--- src/rtl/spd_pkg.sv ---
package spd_pkg;

   // header layout
   localparam int unsigned HDR_BYTES   = 8;
   localparam int unsigned HDR_IDX_W   = $clog2(HDR_BYTES);
   localparam logic [HDR_IDX_W-1:0] HDR_FLAGS   = HDR_IDX_W'(0);
   localparam logic [HDR_IDX_W-1:0] HDR_SESS_HI = HDR_IDX_W'(2);
   localparam logic [HDR_IDX_W-1:0] HDR_SESS_LO = HDR_IDX_W'(3);
   localparam logic [HDR_IDX_W-1:0] HDR_LEN_HI  = HDR_IDX_W'(6);
   localparam logic [HDR_IDX_W-1:0] HDR_LEN_LO  = HDR_IDX_W'(7);

   // flag bit positions in header byte 0
   localparam int unsigned FLAG_PUSH  = 0;
   localparam int unsigned FLAG_ABORT = 1;
   localparam int unsigned FLAG_CLOSE = 2;
   localparam int unsigned FLAG_OPEN  = 3;

   // stream widths
   localparam int unsigned REQ_DATA_W = 8;
   localparam int unsigned RSP_DATA_W = 40;
   localparam int unsigned RSP_USER_W = 5;

   typedef enum logic [1:0] {
      KIND_NONE  = 2'd0,
      KIND_ABORT = 2'd1,
      KIND_CLOSE = 2'd2,
      KIND_OPEN  = 2'd3
   } kind_type;

   typedef struct packed {
      logic [7:0]  data_byte;
      logic        byte_valid;
      logic        push_bit;
      kind_type    kind;
      logic [15:0] session_id;
      logic [15:0] frame_length;
      logic        first_of_frame;
      logic        last_of_frame;
   } rsp_type;

   // abort beats close, close beats open
   function automatic kind_type kind_of(input logic [7:0] flags);
      kind_type k;
      k = KIND_NONE;
      if (flags[FLAG_ABORT]) begin
         k = KIND_ABORT;
      end else if (flags[FLAG_CLOSE]) begin
         k = KIND_CLOSE;
      end else if (flags[FLAG_OPEN]) begin
         k = KIND_OPEN;
      end
      return k;
   endfunction

endpackage

--- src/rtl/spd_core.sv ---
module spd_core import spd_pkg::*; (
   input  logic       clock,
   input  logic       reset,
   input  logic       step,        // consume in_byte this cycle
   input  logic [7:0] in_byte,
   output logic       hit,         // in_byte produces a result word
   output rsp_type    rsp
);

   logic [HDR_IDX_W-1:0] hdr_idx_ff, hdr_idx_in;
   logic                 in_payload_ff, in_payload_in;
   logic [7:0]           flags_ff, flags_in;
   logic [15:0]          session_ff, session_in;
   logic [15:0]          length_ff, length_in;
   logic [15:0]          left_ff, left_in;

   // header capture, payload countdown and result forming
   always_comb begin
      hdr_idx_in    = hdr_idx_ff;
      in_payload_in = in_payload_ff;
      flags_in      = flags_ff;
      session_in    = session_ff;
      length_in     = length_ff;
      left_in       = left_ff;
      hit           = 1'b0;

      if (in_payload_ff) begin
         hit     = 1'b1;
         left_in = left_ff - 16'd1;
         if (left_ff == 16'd1) begin
            in_payload_in = 1'b0;
            hdr_idx_in    = HDR_FLAGS;
         end
      end else begin
         case (hdr_idx_ff)
            HDR_FLAGS:   flags_in   = in_byte;
            HDR_SESS_HI: session_in = {in_byte, session_ff[7:0]};
            HDR_SESS_LO: session_in = {session_ff[15:8], in_byte};
            HDR_LEN_HI:  length_in  = {in_byte, length_ff[7:0]};
            HDR_LEN_LO:  length_in  = {length_ff[15:8], in_byte};
            default:     ;
         endcase
         if (hdr_idx_ff == HDR_LEN_LO) begin
            hdr_idx_in = HDR_FLAGS;
            if (length_in == 16'd0) begin
               hit = 1'b1;     // empty frame marker
            end else begin
               left_in       = length_in;
               in_payload_in = 1'b1;
            end
         end else begin
            hdr_idx_in = hdr_idx_ff + HDR_IDX_W'(1);
         end
      end

      rsp.data_byte      = in_payload_ff ? in_byte : 8'd0;
      rsp.byte_valid     = in_payload_ff;
      rsp.push_bit       = flags_in[FLAG_PUSH];
      rsp.kind           = kind_of(flags_in);
      rsp.session_id     = session_in;
      rsp.frame_length   = length_in;
      rsp.first_of_frame = in_payload_ff ? (left_ff == length_ff) : 1'b1;
      rsp.last_of_frame  = in_payload_ff ? (left_ff[15:1] == 15'd0) : 1'b1;
   end

   // parser state
   always_ff @(posedge clock) begin
      if (reset) begin
         hdr_idx_ff    <= HDR_FLAGS;
         in_payload_ff <= 1'b0;
         flags_ff      <= 8'd0;
         session_ff    <= 16'd0;
         length_ff     <= 16'd0;
         left_ff       <= 16'd0;
      end else if (step) begin
         hdr_idx_ff    <= hdr_idx_in;
         in_payload_ff <= in_payload_in;
         flags_ff      <= flags_in;
         session_ff    <= session_in;
         length_ff     <= length_in;
         left_ff       <= left_in;
      end
   end

endmodule

--- src/rtl/session_packet_deframer_unit.sv ---
// Channel | Dir | Handshake          | Payload
// req     | in  | req_tvalid/tready  | tdata: in_byte
// rsp     | out | rsp_tvalid/tready  | tdata, tuser, tlast: one result per word
//
// One input word per clock sustained while no result is blocked. A word is
// parsed from the input register once it can advance, and its result is
// then registered in the output register, which offers it downstream.
// Payload words give one result each; of the header words only the last gives
// one, and only for an empty frame.
// Synchronous active-high reset clears the parser and the valids of both register
// stages. A stalled output holds its word; the input register keeps taking
// words that produce no result, and stalls only when a result is blocked.
module session_packet_deframer_unit import spd_pkg::*; (
   input  logic                  clock,
   input  logic                  reset,
   input  logic                  req_tvalid,
   output logic                  req_tready,
   input  logic [REQ_DATA_W-1:0] req_tdata,   // [7:0] in_byte
   output logic                  rsp_tvalid,
   input  logic                  rsp_tready,
   // [7:0] data_byte, [23:8] session_id, [39:24] frame_length
   output logic [RSP_DATA_W-1:0] rsp_tdata,
   // [0] byte_valid, [1] push_bit, [3:2] kind, [4] first_of_frame
   output logic [RSP_USER_W-1:0] rsp_tuser,
   output logic                  rsp_tlast    // last_of_frame
);

   logic       in_valid_ff;
   logic [7:0] in_byte_ff;
   logic       out_valid_ff;
   rsp_type    out_word_ff;
   logic       core_hit;
   rsp_type    core_rsp;
   logic       out_free;
   logic       advance;

   // stage control
   assign out_free   = !out_valid_ff || rsp_tready;
   assign advance    = in_valid_ff && (!core_hit || out_free);
   assign req_tready = !in_valid_ff || advance;

   spd_core u_core (
      .clock   (clock),
      .reset   (reset),
      .step    (advance),
      .in_byte (in_byte_ff),
      .hit     (core_hit),
      .rsp     (core_rsp)
   );

   // input register
   always_ff @(posedge clock) begin
      if (reset) begin
         in_valid_ff <= 1'b0;
      end else if (req_tready) begin
         in_valid_ff <= req_tvalid;
      end
   end

   always_ff @(posedge clock) begin
      if (req_tready && req_tvalid) begin
         in_byte_ff <= req_tdata;
      end
   end

   // output register
   always_ff @(posedge clock) begin
      if (reset) begin
         out_valid_ff <= 1'b0;
      end else if (advance && core_hit) begin
         out_valid_ff <= 1'b1;
      end else if (rsp_tready) begin
         out_valid_ff <= 1'b0;
      end
   end

   always_ff @(posedge clock) begin
      if (advance && core_hit) begin
         out_word_ff <= core_rsp;
      end
   end

   assign rsp_tvalid = out_valid_ff;
   assign rsp_tdata  = {out_word_ff.frame_length, out_word_ff.session_id,
                        out_word_ff.data_byte};
   assign rsp_tuser  = {out_word_ff.first_of_frame, out_word_ff.kind,
                        out_word_ff.push_bit, out_word_ff.byte_valid};
   assign rsp_tlast  = out_word_ff.last_of_frame;

endmodule

--- config.mk ---
export PLATFORM = sky130hd
export DESIGN_NAME = session_packet_deframer_unit
export DESIGN_NICKNAME = d
export VERILOG_FILES = /design/src/rtl/spd_pkg.sv /design/src/rtl/spd_core.sv /design/src/rtl/session_packet_deframer_unit.sv
export SDC_FILE = /design/constraint.sdc
export NUM_CORES = 1
export LEC_CHECK = 0
export BUFFER_PORTS_ARGS = -buffer_cell sky130_fd_sc_hd__buf_2
export CORE_MARGIN = 2
export CORE_UTILIZATION = 40
export DETAILED_ROUTE_END_ITERATION = 16
export SYNTH_ARGS = -nofsm -noshare
export SYNTH_HDL_FRONTEND = slang
export SYNTH_SLANG_ARGS = --single-unit
--- constraint.sdc ---
create_clock -name clock -period 9.72 [get_ports clock]
set_input_delay 0.486 -clock clock [delete_from_list [all_inputs] [get_ports clock]]
set_output_delay 0.486 -clock clock [all_outputs]
set_load 0.02 [all_outputs]
==> run metrics <==
DR pass1 iterations=5; Iteration-0 DRC Markers=645; maximum clock rate=0.267 GHz; most frequent cells in the layout=59 x a21oi_1, 59 x buf_2, 58 x dfxtp_1; Flop pwr share=54.5%; crit path capture type=flop; vias per inst=5.93; Slew Viols, Final=0; final hold vios=0; FF+latch area=2780 um^2; startpoint types=flop; Setup TNS=0 ns; synthesized area=5340 um^2; Max clock buf depth=2; YS warnings=0; DIE WIDTH=120 um; sw frac=23.2%; synthesized area per cell=9.87 um^2; cts hold-fix bufs=0; CP max FO=46; post-DR wirelength/cell=18.4 um; clock sinks=112; Syn Inst Count=541; placed cell area=5710 um^2; CTS tree=built; Initial Util=40.7%; Clock Power Share=39.9%; Post-CTS Setup Bufs=0; Post-synth ARST share=0%; DRT antenna net count=0; PostCTS Resize Cnt=0; FILL cells=1216; peak supply drop=0.0000664 V; CTS buffer count=9; vias in the first global route=4172; CTS H-tree lvls=3; RSZ-0062 raised after global routing=no; GRT Util Overall=19.5%; DIE AREA=14300 um^2; gpl congestion=0.888; register bit count reported by yosys=112; CTS root buf=clkbuf_16; Synth cell types=57; post-DP HPWL=9170 um; clock latency on the worst-skew pair=0.35 ns; IO buf count=59; slew margin rel.=21.1%; Max-cap violations=0; switching power=0.220 mW; layout cells sized above 1=16.3%; PD cells=158 nW/um^2; largest net degree at the start of global routing=58; GR Overflow Total=0; clock slew at reported path FFs=0.08 ns; type of the tightest min-delay check=input port to flop; Die H=120 um; outcome=completed; Final #Nets=590; via count=4461; DRC violations left=0; Clock Skew=0.00761 ns; final setup vio count=0; PnR Total Power=0.949 mW; Final Cell Area=6010 um^2; initial antenna violation count=0; Rows=42; leak pwr=2.25 nW; first-pass GRT wire length=22000 um; crit path DAT=3.71 ns; ys flop type=dfxtp_1; multi-input logic area=2300 um^2; Worst EP required=9.69 ns; Tightest Pin Transition=1.18 ns; Combinational Power Share=5.7%; Seq/Total Area, Yosys=52.1%; Final Critical Period=3.75 ns; period utilization=38.5%; Int Pwr=0.728 mW; Antenna diodes=0; Syn Nets=560; # IOs=60; Post-synth EDFFs=54; Setup CP Type=flop to flop; Area growth, synth to finish=12.6%; final WL=13800 um; core box area=13100 um^2
## synth_stat cells, types with 3 or more instances
library cell  number  area, um^2
nand4_1            6        37.5
or3_1              7        43.8
nor2_1            20        75.1
mux2i_1            3        30.0
a31o_2             3        26.3
xor2_1            16         140
clkbuf_1          34         128
buf_2              9        45.0
a221oi_1          10        87.6
nor3_1            53         265
dfxtp_1           58        1160
a21oi_1           59         295
inv_1             19        71.3
and3_1             5        31.3
nand2_1           27         101
mux2_2             6        67.6
o22ai_1            4        25.0
nor2b_1            3        18.8
nand3_1           20         100
o211ai_1           4        30.0
ha_1               7        87.6
a31oi_1            5        31.3
a22oi_1            5        37.5
o21ai_0           25         125
and2_1             9        56.3
nor4_1             7        43.8
a22o_1            28         245
edfxtp_1          54        1620
## routing by layer
layer  up-vias  track usage (%)  routed length [um]
met5         -                0                   0
met4         0             8.38                 364
met3        26             3.23                 995
met2       205             30.2                6440
met1      2132             27.0                6010
li1       2098                -                   -
## per-stage QoR
step           hold slack (ns)  util [%]  setup slack [ns]  instances
6_report                 0.317      45.8              5.97        752
3_3_place_gp             0.468      43.4              6.15        736
3_5_place_dp             0.484      43.4              5.96        736
5_1_grt                  0.305      45.8              5.62        752
4_1_cts                  0.313      45.8              5.95        752
2_1_floorplan            0.456         -              6.08        541
## state kept, by name, indices dropped and copies added (netlist names), 3 cells and up
register           cells
rsp_tdata             40
u_core.flags_ff        4
u_core.hdr_idx_ff      3
u_core.session_ff     16
u_core.left_ff        16
rsp_tuser              5
in_byte_ff             8
u_core.length_ff      16
## final cells by class
| type | instances | area share [%] |
|---|---|---|
| clock buffers | 9 | 3.75 |
| flip-flops and latches | 112 | 46.3 |
| inverters | 20 | 1.25 |
| repair buffers | 64 | 5.54 |
| clock inverters | 7 | 1.31 |
| well taps | 176 | 3.66 |
| multi-input cells | 364 | 38.2 |
## worst max-delay path, cell delays in order, from the launching register on
cell and delay, ns:
dfxtp_1 0.38, ha_1 0.19, ha_1 0.47, nand3b_1 0.38
a22o_1 0.24, and4b_1 0.25, nand4_1 0.10, buf_4 0.37
and3_2 0.93
## power by group through the flow
stage / clock network [mW] / logic [mW] / registers [mW]
floorplan: 0 / 0.0434 / 0.519
global placement: 0 / 0.0511 / 0.526
detailed placement: 0 / 0.0529 / 0.527
CTS: 0.383 / 0.0534 / 0.516
global route: 0.403 / 0.0596 / 0.517
finish: 0.378 / 0.0537 / 0.517
## cells by family after synthesis
family / Yosys count / share of synthesized area, %
simple gates: 169 / 16.7
compound gates: 163 / 20.2
flops: 112 / 52.1
buf+inv: 65 / 4.92
xor+xnor: 16 / 2.62
mux: 9 / 1.83
fa+ha+maj: 7 / 1.64
## final timing paths
| path | from | to | slack, ns | cells after the start |
|---|---|---|---|---|
| setup / recovery | u_core.hdr_idx_ff[1]$_SDFFE_PP0P_ | rsp_tdata[39]$_DFFE_PP_ | 5.97 | 8 |
| hold / removal | req_tdata[3] | in_byte_ff[3]$_DFFE_PP_ | 0.32 | 1 |
| setup reg to reg | u_core.hdr_idx_ff[1]$_SDFFE_PP0P_ | rsp_tdata[39]$_DFFE_PP_ | 5.97 | 8 |
| hold reg to reg | u_core.flags_ff[3]$_SDFFE_PP0P_ | u_core.flags_ff[3]$_SDFFE_PP0P_ | 0.50 | 2 |
Power figures use the tool's default switching activity.
